## config.mk

```make
export PLATFORM = sky130hd
export DESIGN_NAME = ir_barrier_burst_monitor
export DESIGN_NICKNAME = d
export VERILOG_FILES = /design/src/irbbm_pkg.sv /design/src/irbbm_core.sv /design/src/ir_barrier_burst_monitor.sv
export VERILOG_INCLUDE_DIRS = /design/src /design/src/src
export SDC_FILE = /design/constraint.sdc
export NUM_CORES = 1
export LEC_CHECK = 0
export ABC_AREA = 1
export BUFFER_PORTS_ARGS = -buffer_cell sky130_fd_sc_hd__buf_2
export CORE_MARGIN = 2
export CORE_UTILIZATION = 29
export CTS_CLUSTER_SIZE = 14
export DETAILED_ROUTE_END_ITERATION = 8
export GPL_TIMING_DRIVEN = 0
export SYNTH_ARGS = -nofsm -noshare
export SYNTH_HDL_FRONTEND = slang
export SYNTH_SLANG_ARGS = --single-unit
```

## constraint.sdc

```tcl
create_clock -name i_clk -period 2.7 [get_ports i_clk]
set_input_delay 0.27 -clock i_clk [delete_from_list [all_inputs] [get_ports i_clk]]
set_output_delay 0.27 -clock i_clk [all_outputs]
set_load 0.03 [all_outputs]
```

## src/ir_barrier_burst_monitor_assert.svh

```systemverilog
// ----------------------------------------------------------------------------
// ir_barrier_burst_monitor_assert.svh
// assertion macros used by the burst monitor core (irbbm_core)
// ----------------------------------------------------------------------------
`ifndef IR_BARRIER_BURST_MONITOR_ASSERT_SVH
`define IR_BARRIER_BURST_MONITOR_ASSERT_SVH

// same-cycle implication, disabled in reset
`define IRBBM_ASSERT_IMP(lbl, clk, rst_n, ante, cons, msg) \
    lbl: assert property (@(posedge clk) disable iff (!rst_n) (ante) |-> (cons)) \
        else $error(msg);

// next-cycle implication, disabled in reset
`define IRBBM_ASSERT_NXT(lbl, clk, rst_n, ante, cons, msg) \
    lbl: assert property (@(posedge clk) disable iff (!rst_n) (ante) |=> (cons)) \
        else $error(msg);

`endif

```

## src/irbbm_pkg.sv

```systemverilog
// ----------------------------------------------------------------------------
// irbbm_pkg
// types and constants of the infrared barrier burst monitor
// ----------------------------------------------------------------------------
`default_nettype none

package irbbm_pkg;

    localparam int unsigned BURST_PULSES_DEF = 8;
    localparam int unsigned BURST_W          = 7;
    localparam int unsigned PERIOD_W         = 10;
    localparam int unsigned BEEP_W           = 11;
    localparam int unsigned COUNT_W          = 16;

    localparam logic [PERIOD_W-1:0] SLOW_DIV_RESET = PERIOD_W'(64);
    localparam logic [PERIOD_W-1:0] SETUP_PERIOD   = PERIOD_W'(10);
    localparam logic [PERIOD_W-1:0] STARTED_PERIOD = PERIOD_W'(1);

    localparam logic OP_CARRIER = 1'b0;
    localparam logic OP_HOUSE   = 1'b1;

    localparam logic [1:0] MODE_IDLE    = 2'd0;
    localparam logic [1:0] MODE_SETUP   = 2'd1;
    localparam logic [1:0] MODE_STARTED = 2'd2;
    localparam logic [1:0] MODE_STOPPED = 2'd3;

    typedef struct packed {
        logic       operation;
        logic [1:0] mode;
        logic       calibrating;
        logic       rx_level;
    } t_in_item;

    typedef struct packed {
        logic               ir_drive;
        logic               beep_out;
        logic               cal_indicator;
        logic [COUNT_W-1:0] loss_count;
    } t_out_item;

endpackage

`default_nettype wire

```

## src/irbbm_core.sv

```systemverilog
// ----------------------------------------------------------------------------
// irbbm_core
// burst timing, beam-loss detection and beep state, one beat per cycle while i_accept is high
// ----------------------------------------------------------------------------
`default_nettype none

module irbbm_core #(
    parameter int unsigned BURST_PULSES = irbbm_pkg::BURST_PULSES_DEF
) (
    input  wire                                 i_clk,
    input  wire                                 i_rst_n,
    input  wire                                 i_accept,
    input  irbbm_pkg::t_in_item                 i_item,
    input  wire                                 i_cfg_we,
    input  wire [irbbm_pkg::PERIOD_W-1:0]       i_cfg_data,
    output irbbm_pkg::t_out_item                o_result
);

    localparam int unsigned BW = irbbm_pkg::BURST_W;
    localparam int unsigned PW = irbbm_pkg::PERIOD_W;
    localparam int unsigned EW = irbbm_pkg::BEEP_W;
    localparam int unsigned CW = irbbm_pkg::COUNT_W;
    localparam logic [BW-1:0] BURST_LOAD = BW'(2 * BURST_PULSES);

    logic [PW-1:0] r_slow_div;
    logic [BW-1:0] r_burst_left, n_burst_left;
    logic          r_loss_pending, n_loss_pending;
    logic [PW-1:0] r_period_timer, n_period_timer;
    logic [EW-1:0] r_beep_left, n_beep_left;
    logic [CW-1:0] r_loss_counter, n_loss_counter;
    logic          r_drive_level, n_drive_level;
    logic          r_beep_level, n_beep_level;
    logic          r_led_level, n_led_level;

    logic [PW-1:0] period;
    logic [PW:0]   tick_sum;

    always_comb begin
        case (i_item.mode)
            irbbm_pkg::MODE_IDLE:    period = '0;
            irbbm_pkg::MODE_STARTED: period = irbbm_pkg::STARTED_PERIOD;
            irbbm_pkg::MODE_SETUP:   period = irbbm_pkg::SETUP_PERIOD;
            default: begin
                period = i_item.calibrating ? irbbm_pkg::SETUP_PERIOD : r_slow_div;
            end
        endcase
    end

    always_comb begin
        n_burst_left   = r_burst_left;
        n_loss_pending = r_loss_pending;
        n_period_timer = r_period_timer;
        n_beep_left    = r_beep_left;
        n_loss_counter = r_loss_counter;
        n_drive_level  = r_drive_level;
        n_beep_level   = r_beep_level;
        n_led_level    = r_led_level;
        tick_sum       = {1'b0, r_period_timer} + (PW+1)'(1);
        if (i_accept) begin
            if (i_item.operation == irbbm_pkg::OP_CARRIER) begin
                if (r_burst_left != '0) begin
                    n_burst_left  = r_burst_left - BW'(1);
                    n_drive_level = n_burst_left[0];
                    if (n_burst_left == '0 && i_item.rx_level) begin
                        n_loss_pending = 1'b1;
                    end
                end
            end else begin
                n_led_level = i_item.calibrating;
                if (r_loss_pending) begin
                    n_loss_pending = 1'b0;
                    n_loss_counter = r_loss_counter + CW'(1);
                    if (i_item.calibrating) begin
                        n_beep_left = {period, 1'b0};
                    end
                end
                if (n_beep_left != '0) begin
                    n_beep_left  = n_beep_left - EW'(1);
                    n_beep_level = 1'b1;
                end else begin
                    n_beep_level = 1'b0;
                end
                if (period != '0) begin
                    if (tick_sum >= {1'b0, period}) begin
                        tick_sum     = tick_sum - {1'b0, period};
                        n_burst_left = BURST_LOAD;
                    end
                    n_period_timer = tick_sum[PW-1:0];
                end
            end
        end
    end

    always_ff @(posedge i_clk) begin
        if (!i_rst_n) begin
            r_slow_div     <= irbbm_pkg::SLOW_DIV_RESET;
            r_burst_left   <= '0;
            r_loss_pending <= 1'b0;
            r_period_timer <= '0;
            r_beep_left    <= '0;
            r_loss_counter <= '0;
            r_drive_level  <= 1'b0;
            r_beep_level   <= 1'b0;
            r_led_level    <= 1'b0;
        end else begin
            if (i_cfg_we) begin
                r_slow_div <= i_cfg_data;
            end
            r_burst_left   <= n_burst_left;
            r_loss_pending <= n_loss_pending;
            r_period_timer <= n_period_timer;
            r_beep_left    <= n_beep_left;
            r_loss_counter <= n_loss_counter;
            r_drive_level  <= n_drive_level;
            r_beep_level   <= n_beep_level;
            r_led_level    <= n_led_level;
        end
    end

    assign o_result.ir_drive      = n_drive_level;
    assign o_result.beep_out      = n_beep_level;
    assign o_result.cal_indicator = n_led_level;
    assign o_result.loss_count    = n_loss_counter;

    `include "ir_barrier_burst_monitor_assert.svh"

    `IRBBM_ASSERT_NXT(a_burst_step, i_clk, i_rst_n,
        i_accept && i_item.operation == irbbm_pkg::OP_CARRIER && r_burst_left != '0,
        r_burst_left == $past(r_burst_left) - BW'(1), "burst count did not step down")
    `IRBBM_ASSERT_NXT(a_loss_count, i_clk, i_rst_n,
        i_accept && i_item.operation == irbbm_pkg::OP_HOUSE && r_loss_pending,
        !r_loss_pending && r_loss_counter == $past(r_loss_counter) + CW'(1),
        "pending loss not counted")
    `IRBBM_ASSERT_NXT(a_carrier_quiet, i_clk, i_rst_n,
        i_accept && i_item.operation == irbbm_pkg::OP_CARRIER,
        $stable(r_led_level) && $stable(r_beep_level) && $stable(r_loss_counter),
        "carrier beat changed housekeeping state")

endmodule

`default_nettype wire

```

## src/ir_barrier_burst_monitor.sv

```systemverilog
// ----------------------------------------------------------------------------
// ir_barrier_burst_monitor
// infrared light-barrier pulser and beam-loss detector
// ----------------------------------------------------------------------------
// usage:
//   input channel (i_in_valid / o_in_ready / i_in_data) takes one beat per
//   tick: a carrier tick or a housekeeping tick with mode, calibrate switch
//   and receiver level.
//   output channel (o_out_valid / i_out_ready / o_out_data) gives exactly one
//   beat per input beat: emitter drive, buzzer, calibrate led, loss count.
//   config channel (i_cfg_valid / o_cfg_ready / i_cfg_data) writes the slow
//   divider; it is always ready and should be written while the block idles.
//   result: registered, valid in the cycle after its input beat is taken.
//   throughput: one beat per cycle while the output is taken, set by the
//   single state update between input handshake and output register.
//   stall: when the receiver holds off, the output register keeps its beat
//   and the input stays ready only in the cycle the output is taken.
//   reset: synchronous, active low; all state but the output data register
//   clears, slow divider goes to 64, no output is valid.
// ----------------------------------------------------------------------------
`default_nettype none

module ir_barrier_burst_monitor #(
    parameter int unsigned BURST_PULSES = irbbm_pkg::BURST_PULSES_DEF
) (
    input  wire                              i_clk,
    input  wire                              i_rst_n,
    input  wire                              i_in_valid,
    output logic                             o_in_ready,
    input  irbbm_pkg::t_in_item              i_in_data,
    output logic                             o_out_valid,
    input  wire                              i_out_ready,
    output irbbm_pkg::t_out_item             o_out_data,
    input  wire                              i_cfg_valid,
    output logic                             o_cfg_ready,
    input  wire [irbbm_pkg::PERIOD_W-1:0]    i_cfg_data
);

    logic                 in_accept;
    irbbm_pkg::t_out_item result;
    logic                 r_out_valid;
    irbbm_pkg::t_out_item r_out_data;

    assign o_in_ready  = !r_out_valid || i_out_ready;
    assign in_accept   = i_in_valid && o_in_ready;
    assign o_cfg_ready = 1'b1;

    irbbm_core #(
        .BURST_PULSES (BURST_PULSES)
    ) u_core (
        .i_clk      (i_clk),
        .i_rst_n    (i_rst_n),
        .i_accept   (in_accept),
        .i_item     (i_in_data),
        .i_cfg_we   (i_cfg_valid),
        .i_cfg_data (i_cfg_data),
        .o_result   (result)
    );

    always_ff @(posedge i_clk) begin
        if (!i_rst_n) begin
            r_out_valid <= 1'b0;
        end else if (o_in_ready) begin
            r_out_valid <= i_in_valid;
        end
    end

    always_ff @(posedge i_clk) begin
        if (in_accept) begin
            r_out_data <= result;
        end
    end

    assign o_out_valid = r_out_valid;
    assign o_out_data  = r_out_data;

endmodule

`default_nettype wire
```

==> reports/qor.csv, run 1 <==
metric,value,unit
grt_pass1_wl,16.8,mm
antenna_left,0,
wl_met3,331,um
synth_edf_count,19,
fin_hold_ws,0.142,ns
io_buffers,40,
placedCellCount,860,
critPathTopFamily,simple AND/OR/NAND/NOR gates,
max_freq,376,MHz
grtUsageTotal,12.8,%
power.internal,2.74,mW
p_leak,2.63,nW
required,2.93,ns
finalSetupViolations,0,
cpMaxStageDelayCell,dfxtp_4,
crit_arrival,2.89,ns
wl,10.2,mm
total_power,4.16,mW
setup.worst_path.start_class,flip-flop,
n_fill_cell,1617,
routed_via_density,4.46,
reg2regPathDepth,18,
synth-seq-cells,78,
synth_ff_type,dfxtp_1,
ios,42,
initial_core_util,29.8,%
cts_tree,built,
hp-class,in -> reg,
ctsHoldBuffers,0,
grt_start_max_net_pins,22,
synth_cell_types,39,
r2r_end,u_core.r_period_timer[0],
power_frac_clock,34.3,%
crit_path_end_kind,flip-flop,
dp_hpwl,7.65,mm
cts.sinks,78,
dieArea,16600,um^2
met1Wirelength,5.10,mm
area_delta_synth_final,22.0,%
design_area,5520,um^2
placed_area,4960,um^2
vdd_drop_max,389,uV
cts_buffer_depth,2,
fin_crit_sh,98.5,%
clkLatencyLatePin,0.34,ns
first_iter_violations,178,
nets,728,
final_util,36.3,%
power.share.sequential,33.2,%
synthMostInstantiatedCell,nand2_1,
rows,45,
cp_slowest_stage_delay,0.39,ns
fin_worst_skew,0.00789,ns
dr.pass1.iters,4,
routedWlPerCell,11.6,um
yosys.area.top_type,dfxtp_1,
highest_layer,met4,
crit_fanout,10,
ys_seq_area_share,38.7,%
syn_area,4530,um^2
slew_viol_final,0,
clock-root-buffer,clkbuf_16,
grt_pass1_vias,3562,
combPwrFrac,32.5,%
net-switching-power,1.41,mW
vias,3937,
ys_top_cells_by_count,"nand2_1, inv_1, nor2_1",
worst_slew_pin_slew,0.896,ns
pre_cts_ws,-0.467,ns
htreeDepth,3,
hold_path_depth,3,
critPathKind,reg -> reg,
hold_viol,0,
core,15200,um^2
reg2reg_from,u_core.r_period_timer[0],
grt_overflow,0,
hold_end,u_core.r_slow_div[6],
r2r_slack,0.04,ns
die_x,129,um
syn-num-nets,670,
cp_cell_sequence,"ha_4, nand3_2, nor2_4, buf_6, nand3_1, nand2_1, inv_1, ha_4, nand2_1, inv_1, nand2_1, a21oi_2, nand2_4, nand3_1, buf_4, o21ai_0, o21ai_0, inv_1",
period_minus_slack,2.66,ns
yosysWarnings,0,
layout-drive-gt1-share,17.4,%
syn_inst,632,
setup_tns,0,ns
setup_ws,0.0410,ns
wl_met2,4.61,mm
gp_congestion,0.842,
drc,0,
synth_top_cells_by_area,"dfxtp_1, edfxtp_1, nand2_1",
outcome,"finished, final reports clean",
fp.dieH,129,um
p_sw_share,34.0,%
final_cell_count_no_fill,883,
maxCapViolCount,0,
power.density,753,nW/um^2
diodes,0,
synthArstFlopShare,0,%
path_buf_inv,5,
synth_top_cell_area_share,26.1,%
synth.avg_cell_area,7.16,um^2
clk_pin_slew,0.06,ns
cts_buffers,9,
worstHoldStart,i_cfg_data[6],
max_slew_margin,40.2,%
antenna_found_initial,0,
[repair_timing]
item / 4_1_cts / 5_1_grt
gates resized for setup: 9 / 28
pin swaps: 2 / 11
setup endpoints to repair: 17 / 17
buffers inserted: 3 / 4
[cells by family after synthesis]
logic type,after synthesis,synth area share (%)
buffers and inverters,117,10.4
xor gates and xnor gates,27,5.23
and+or+nand+nor,321,32.2
other,1,0.0829
DFF,78,38.7
AOI/OAI and AO/OA,70,8.29
adders and majority gates,18,5.14
[placed cells by master, fill, tap and decap left out, types with 6 or more instances in the layout]
cell type and n:
buf_2 40, ha_1 13, nand4_1 16, inv_1 101, a21oi_1 23, buf_4 8, nand2_1 139, nor3_1 6
o21ai_0 29, edfxtp_1 19, dfxtp_1 54, nor2_1 86, nand3_1 37, xnor2_1 9, xor2_1 16, clkbuf_16 9
nand2_2 10, clkbuf_1 6
[power groups by stage]
stage | logic [mW] | registers, mW | clock network [mW]
3_5_place_dp | 1.26 | 1.40 | 0
6_report | 1.35 | 1.38 | 1.43
2_1_floorplan | 0.982 | 1.43 | 0
4_1_cts | 1.29 | 1.38 | 1.46
3_3_place_gp | 1.25 | 1.40 | 0
5_1_grt | 1.55 | 1.39 | 1.51
[layer usage]
metal / GRT usage (%) / vias up
met1: 17.4 / 1764
met5: 0 / -
met3: 2.70 / 9
li1: - / 2119
met4: 5.37 / 0
met2: 19.8 / 45
[sequential cells by signal, indices dropped and copies added, names as in the netlist]
name / count
u_core.r_drive_level: 1
u_core.r_beep_level: 1
u_core.r_slow_div: 10
u_core.r_led_level: 1
u_core.r_loss_counter: 16
u_core.r_loss_pending: 1
u_core.r_period_timer: 10
o_out_data: 19
o_out_valid: 1
u_core.r_burst_left: 7
u_core.r_beep_left: 11
[final cells by class]
type	instances	area, um^2	share of cell area (%)
Buffer	12	78.8	1.43
Clock buffer	9	225	4.08
Tap cell	188	235	4.26
Clock inverter	7	128	2.31
Sequential cell	78	1770	32.0
Multi-Input combinational cell	437	2430	44.1
Inverter	105	394	7.14
Timing Repair Buffer	47	260	4.72
[worst min-delay path: stages]
cell and delay [ns]:
buf_2 0.07, nand2_1 0.04, nand3_1 0.06
[worst max path at each step]
stage	from	slack, ns	to	cells past startpoint
2_1_floorplan	u_core.r_period_timer[0]	0.16	u_core.r_period_timer[0]	17
3_3_place_gp	u_core.r_period_timer[0]	-0.46	u_core.r_burst_left[0]	16
3_5_place_dp	u_core.r_period_timer[0]	-0.47	u_core.r_burst_left[6]	16
4_1_cts	u_core.r_period_timer[3]	0.01	u_core.r_period_timer[0]	17
5_1_grt	u_core.r_period_timer[3]	-0.16	u_core.r_period_timer[0]	17
6_report	u_core.r_period_timer[0]	0.04	u_core.r_period_timer[0]	18
No activity file was read; power rests on OpenSTA's default activity.
==> run 2, diff against run 1 <==
--- a/config.mk
+++ b/config.mk
@@ -8,6 +8,7 @@
 export LEC_CHECK = 0
 export ABC_AREA = 1
 export BUFFER_PORTS_ARGS = -buffer_cell sky130_fd_sc_hd__buf_2
+export CORE_ASPECT_RATIO = 0.7
 export CORE_MARGIN = 2
 export CORE_UTILIZATION = 29
 export CTS_CLUSTER_SIZE = 14
==> constraint.sdc (replaced) <==
create_clock -name i_clk -period 2.7 [get_ports i_clk]
set_input_delay 0.135 -clock i_clk [delete_from_list [all_inputs] [get_ports i_clk]]
set_output_delay 0.135 -clock i_clk [all_outputs]
set_load 0.03 [all_outputs]
==> reports/qor.csv, run 2 (synthesis gave the netlist of run 1 again) <==
metric,value,unit,change
outcome,"finished, final reports clean",,
io_buffers,40,,unchanged
diodes,0,,unchanged
core,15400,um^2,+1.0%
layout-drive-gt1-share,17.9,%,+0.52 points
antenna_found_initial,0,,unchanged
setup.worst_path.start_class,flip-flop,,
die_x,153,um,+19%
cts_buffers,9,,unchanged
required,2.95,ns,+0.02 ns
grt_overflow,0,,unchanged
setup_tns,0,ns,unchanged
grtUsageTotal,13.5,%,+0.67 points
slew_viol_final,0,,unchanged
cts.sinks,78,,unchanged
antenna_left,0,,unchanged
max_freq,393,MHz,+4.6%
nets,730,,+0.27%
crit_start,u_core.r_period_timer[2],,
finalSetupViolations,0,,unchanged
r2r_end,u_core.r_period_timer[8],,
htreeDepth,3,,unchanged
dp_hpwl,8.18,mm,+6.9%
clkLatencyLatePin,0.34,ns,about the same
max_slew_margin,42.1,%,+1.9 points
gp_congestion,0.805,,-4.4%
routed_via_density,4.46,,about the same
dr.pass1.iters,5,,+1
reg2reg_from,u_core.r_period_timer[2],,
reg2regPathDepth,16,,-2
final_cell_mix,"nand2_1, inv_1, nor2_1, dfxtp_1, buf_2",,
wl,10.9,mm,+7.0%
fin_crit_sh,94.2,%,-4.3 points
critPathKind,reg -> reg,,
first_iter_violations,222,,+25%
crit_path_end_kind,flip-flop,,
crit_fanout,10,,unchanged
dieArea,16600,um^2,about the same
r2r_slack,0.16,ns,+0.12 ns
period_minus_slack,2.54,ns,-0.116 ns
ios,42,,unchanged
vias,3999,,+1.6%
crit_arrival,2.79,ns,-0.10 ns
cts_buffer_depth,2,,unchanged
hold_viol,0,,unchanged
clock-root-buffer,clkbuf_16,,
clk_pin_slew,0.06,ns,about the same
final_util,35.8,%,-0.51 points
maxCapViolCount,0,,unchanged
p_leak,2.60,nW,-1.0%
power.density,710,nW/um^2,-5.8%
grt_start_max_net_pins,22,,unchanged
hp-class,in -> reg,,
drc,0,,unchanged
routedWlPerCell,12.2,um,+5.3%
cts_tree,built,,
fin_worst_skew,0.0118,ns,+0.00387 ns
ctsHoldBuffers,0,,unchanged
grt_pass1_wl,18.0,mm,+6.8%
grt_pass1_vias,3732,,+4.8%
largest_register_ffs,19,,unchanged
endpoint,u_core.r_period_timer[8],,
final_common_cell,nand2_1,,
area_delta_synth_final,21.5,%,
worst_slew_pin_slew,0.868,ns,-0.0279 ns
rows,38,,-16%
fp.dieH,109,um,-16%
vdd_drop_max,320,uV,-18%
initial_core_util,29.5,%,-0.30 points
## run 2: cell types whose count changed in the layout (fill, tap and decap cells not counted), sizes merged
cell,delta
buf,+2
clkinv,+2
clkinvlp,+1
bufinv,-3
## run 2: timing repair
item | 4_1_cts | 5_1_grt
hold endpoints to repair | 0 | 0
pin swaps | 5 | 10
gates resized for setup | 12 | 29
endpoints found under the setup margin | 17 | 17
buffers inserted | 5 | 4
## run 2: report_power, final
part | leakage, nW | switching, mW | internal [mW] | total [mW]
Sequential | 0.679 | 0.0633 | 1.32 | 1.38
Clock | 0.137 | 0.516 | 0.634 | 1.15
Combinational | 1.79 | 0.858 | 0.515 | 1.37
## run 2: worst max-delay path, stage by stage, from the launching register on
cell	delay, ns
dfxtp_2	0.37
nand2_1	0.12
nor2_4	0.14
nand3_4	0.13
nor2_4	0.13
xor2_2	0.19
ha_1	0.29
nand2_1	0.11
nor2_2	0.05
nand3_1	0.07
nand2_1	0.06
nand2_2	0.10
nand3_1	0.12
buf_4	0.21
nand2_1	0.08
nand3_1	0.09
a21oi_1	0.20
## run 2: worst min-delay path by stage
stage	startpoint	end	slack, ns	depth (start not counted)
after floorplan	i_cfg_valid	u_core.r_slow_div[6]	0.26	2
after global placement	i_cfg_data[7]	u_core.r_slow_div[7]	0.36	3
after detailed placement	i_cfg_data[5]	u_core.r_slow_div[5]	0.36	3
after CTS	i_cfg_data[6]	u_core.r_slow_div[6]	0.01	3
after global routing	i_cfg_data[5]	u_core.r_slow_div[5]	0.02	3
final	i_cfg_data[2]	u_core.r_slow_div[2]	0.02	3
## run 2: cell type report
class | count | area (um^2)
Tap cell | 200 | 250
Fill cell | 1662 | 9860
Clock inverter | 7 | 56.3
Clock buffer | 9 | 225
Sequential cell | 78 | 1770
Timing Repair Buffer | 49 | 272
Buffer | 12 | 78.8
Multi-Input combinational cell | 437 | 2460
Inverter | 105 | 394
## run 2: metrics by stage
| stage | cell area [um^2] | power [mW] | hold WS (ns) | worst slack [ns] | cells |
|---|---|---|---|---|---|
| finish | 5500 | 3.90 | 0.0181 | 0.157 | 897 |
| detailed placement | 4980 | 2.67 | 0.364 | -0.394 | 872 |
| CTS | 5350 | 3.87 | 0.0107 | 0.0187 | 893 |
| global placement | 4980 | 2.66 | 0.360 | -0.386 | 872 |
| global route | 5500 | 4.19 | 0.0169 | -0.0534 | 897 |
| floorplan | 4530 | 2.41 | 0.257 | 0.165 | 632 |
## run 2: routing by layer
layer | track usage, % | vias to the layer above | wire, um | share of wire (%)
met1 | 19.3 | 1803 | 5950 | 54
met4 | 3.70 | 0 | 119 | 1.1
met3 | 3.13 | 13 | 415 | 3.8
met2 | 20.3 | 66 | 4440 | 41
li1 | - | 2117 | - | -
met5 | 0 | - | 0 | 0
==> run 3, diff against run 2 <==
--- a/config.mk
+++ b/config.mk
@@ -8,7 +8,7 @@
 export LEC_CHECK = 0
 export ABC_AREA = 1
 export BUFFER_PORTS_ARGS = -buffer_cell sky130_fd_sc_hd__buf_2
-export CORE_ASPECT_RATIO = 0.7
+export CORE_ASPECT_RATIO = 0.5
 export CORE_MARGIN = 2
 export CORE_UTILIZATION = 29
 export CTS_CLUSTER_SIZE = 14
==> reports/qor.csv, run 3 (synthesis gave the netlist of run 1 again) <==
metric,value,unit,change
grt_start_max_net_pins,22,,unchanged
max_slew_margin,43.7,%,+1.6 points
antenna_found_initial,0,,unchanged
power.density,735,nW/um^2,+3.5%
fp.dieH,92.3,um,-15%
clkLatencyLatePin,0.33,ns,about the same
vdd_drop_max,274,uV,-14%
dieArea,16700,um^2,+0.27%
dp_hpwl,7.60,mm,-7.1%
outcome,"finished, final reports clean",,
ctsHoldBuffers,0,,unchanged
finalSetupViolations,0,,unchanged
largest_register_ffs,19,,unchanged
fin_crit_sh,94.2,%,about the same
cts.sinks,78,,unchanged
clock-root-buffer,clkbuf_16,,
routed_via_density,4.52,,+1.4%
crit_fanout,6,,-4
grt_overflow,0,,unchanged
area_delta_synth_final,22.0,%,
hold_path_depth,3,,unchanged
r2r_end,u_core.r_burst_left[3],,
reg2regPathDepth,18,,+2
drc,0,,unchanged
cts_buffer_depth,2,,unchanged
antenna_left,0,,unchanged
vias,4068,,+1.7%
final_common_cell,nand2_1,,
ios,42,,unchanged
reg2reg_from,u_core.r_period_timer[0],,
wl,10.4,mm,-4.8%
worst_slew_pin_slew,0.844,ns,-0.0238 ns
crit_start,u_core.r_period_timer[0],,
maxCapViolCount,0,,unchanged
total_power,4.06,mW,+4.0%
grtUsageTotal,12.7,%,-0.81 points
crit_arrival,2.78,ns,about the same
max_freq,393,MHz,about the same
cts_tree,built,,
hp-class,in -> reg,,
placedCellCount,876,,+0.46%
period_minus_slack,2.54,ns,-0.000270 ns
first_iter_violations,175,,-21%
crit_path_end_kind,flip-flop,,
required,2.94,ns,about the same
placed_area,4980,um^2,+0.10%
grt_pass1_wl,17.3,mm,-4.0%
grt_pass1_vias,3679,,-1.4%
routedWlPerCell,11.6,um,-5.2%
fin_hold_ws,0.0136,ns,-0.00446 ns
die_x,181,um,+18%
nets,729,,-0.14%
final_cell_count_no_fill,900,,+0.33%
gp_congestion,0.893,,+11%
io_buffers,40,,unchanged
fin_worst_skew,0.00406,ns,-0.00770 ns
endpoint,u_core.r_burst_left[3],,
layout-drive-gt1-share,17.7,%,-0.26 points
cts_buffers,9,,unchanged
final_util,36.0,%,+0.20 points
setup.worst_path.start_class,flip-flop,,
p_leak,2.62,nW,+0.66%
diodes,0,,unchanged
initial_core_util,29.5,%,+0.043 points
dr.pass1.iters,5,,unchanged
core,15300,um^2,-0.15%
r2r_slack,0.16,ns,about the same
rows,32,,-16%
critPathKind,reg -> reg,,
htreeDepth,3,,unchanged
slew_viol_final,0,,unchanged
design_area,5520,um^2,+0.41%
hold_viol,0,,unchanged
clk_pin_slew,0.06,ns,about the same
final_cell_mix,"nand2_1, inv_1, nor2_1, dfxtp_1, buf_2",,
==> run 3: cell types whose count changed in the layout (fill, tap and decap cells not counted), sizes merged <==
cell and change:
clkinv +1, clkbuf +1, buf -1, bufinv +2, clkinvlp -1, inv -3
==> run 3: area by class of cell <==
type | count | area (um^2)
tap | 204 | 255
clock buffer | 10 | 229
buffer | 12 | 82.6
fill | 1598 | 9810
timing repair buffer | 48 | 268
clock inverter | 6 | 86.3
inverter | 105 | 394
sequential | 78 | 1760
multi-input combinational | 437 | 2440
==> run 3: worst min-delay path by stage <==
stage	start	end	slack [ns]
floorplan	i_cfg_valid	u_core.r_slow_div[6]	0.26
global placement	i_cfg_data[2]	u_core.r_slow_div[2]	0.35
detailed placement	i_cfg_data[6]	u_core.r_slow_div[6]	0.35
CTS	i_cfg_data[6]	u_core.r_slow_div[6]	0.009
global route	i_cfg_data[6]	u_core.r_slow_div[6]	0.02
finish	i_cfg_data[6]	u_core.r_slow_div[6]	0.01
==> run 3: layer usage <==
metal	vias to the layer above	track usage, %	wire (um)
li1	2121	-	-
met1	1846	16.1	4960
met2	84	21.4	4840
met3	17	2.60	378
met4	0	4.77	219
met5	-	0	0
==> run 3: power breakdown <==
group / leakage [nW] / switching (mW) / internal (mW)
sequential: 0.678 / 0.0643 / 1.32
combinational: 1.79 / 0.865 / 0.530
clock: 0.154 / 0.471 / 0.808
total: 2.62 / 1.40 / 2.66
==> run 3: through the flow <==
stage                     setup WS (ns)  TNS [ns]
after floorplan                   0.165         0
after global placement           -0.406     -4.63
after detailed placement         -0.429     -5.12
after CTS                        0.0294         0
after global routing            -0.0141   -0.0279
final                             0.158         0
==> run 3: timing repair <==
item	in CTS	in global routing
setup buffers	2	6
endpoints found under the hold margin	0	0
setup endpoints to repair	17	17
pin swaps	2	10
resized for setup	13	25
==> run 3: critical path, stage by stage (launching register included) <==
cell	delay [ns]
dfxtp_4	0.37
ha_4	0.15
nand3_2	0.09
nor2_4	0.17
buf_6	0.14
nand3_1	0.07
nand2_2	0.10
inv_1	0.06
ha_4	0.29
nand2_1	0.06
inv_1	0.07
nand2_1	0.06
a21oi_2	0.15
nand2_4	0.08
nand4_1	0.21
buf_6	0.16
nand4_1	0.08
nand2_1	0.09
nor2_1	0.04
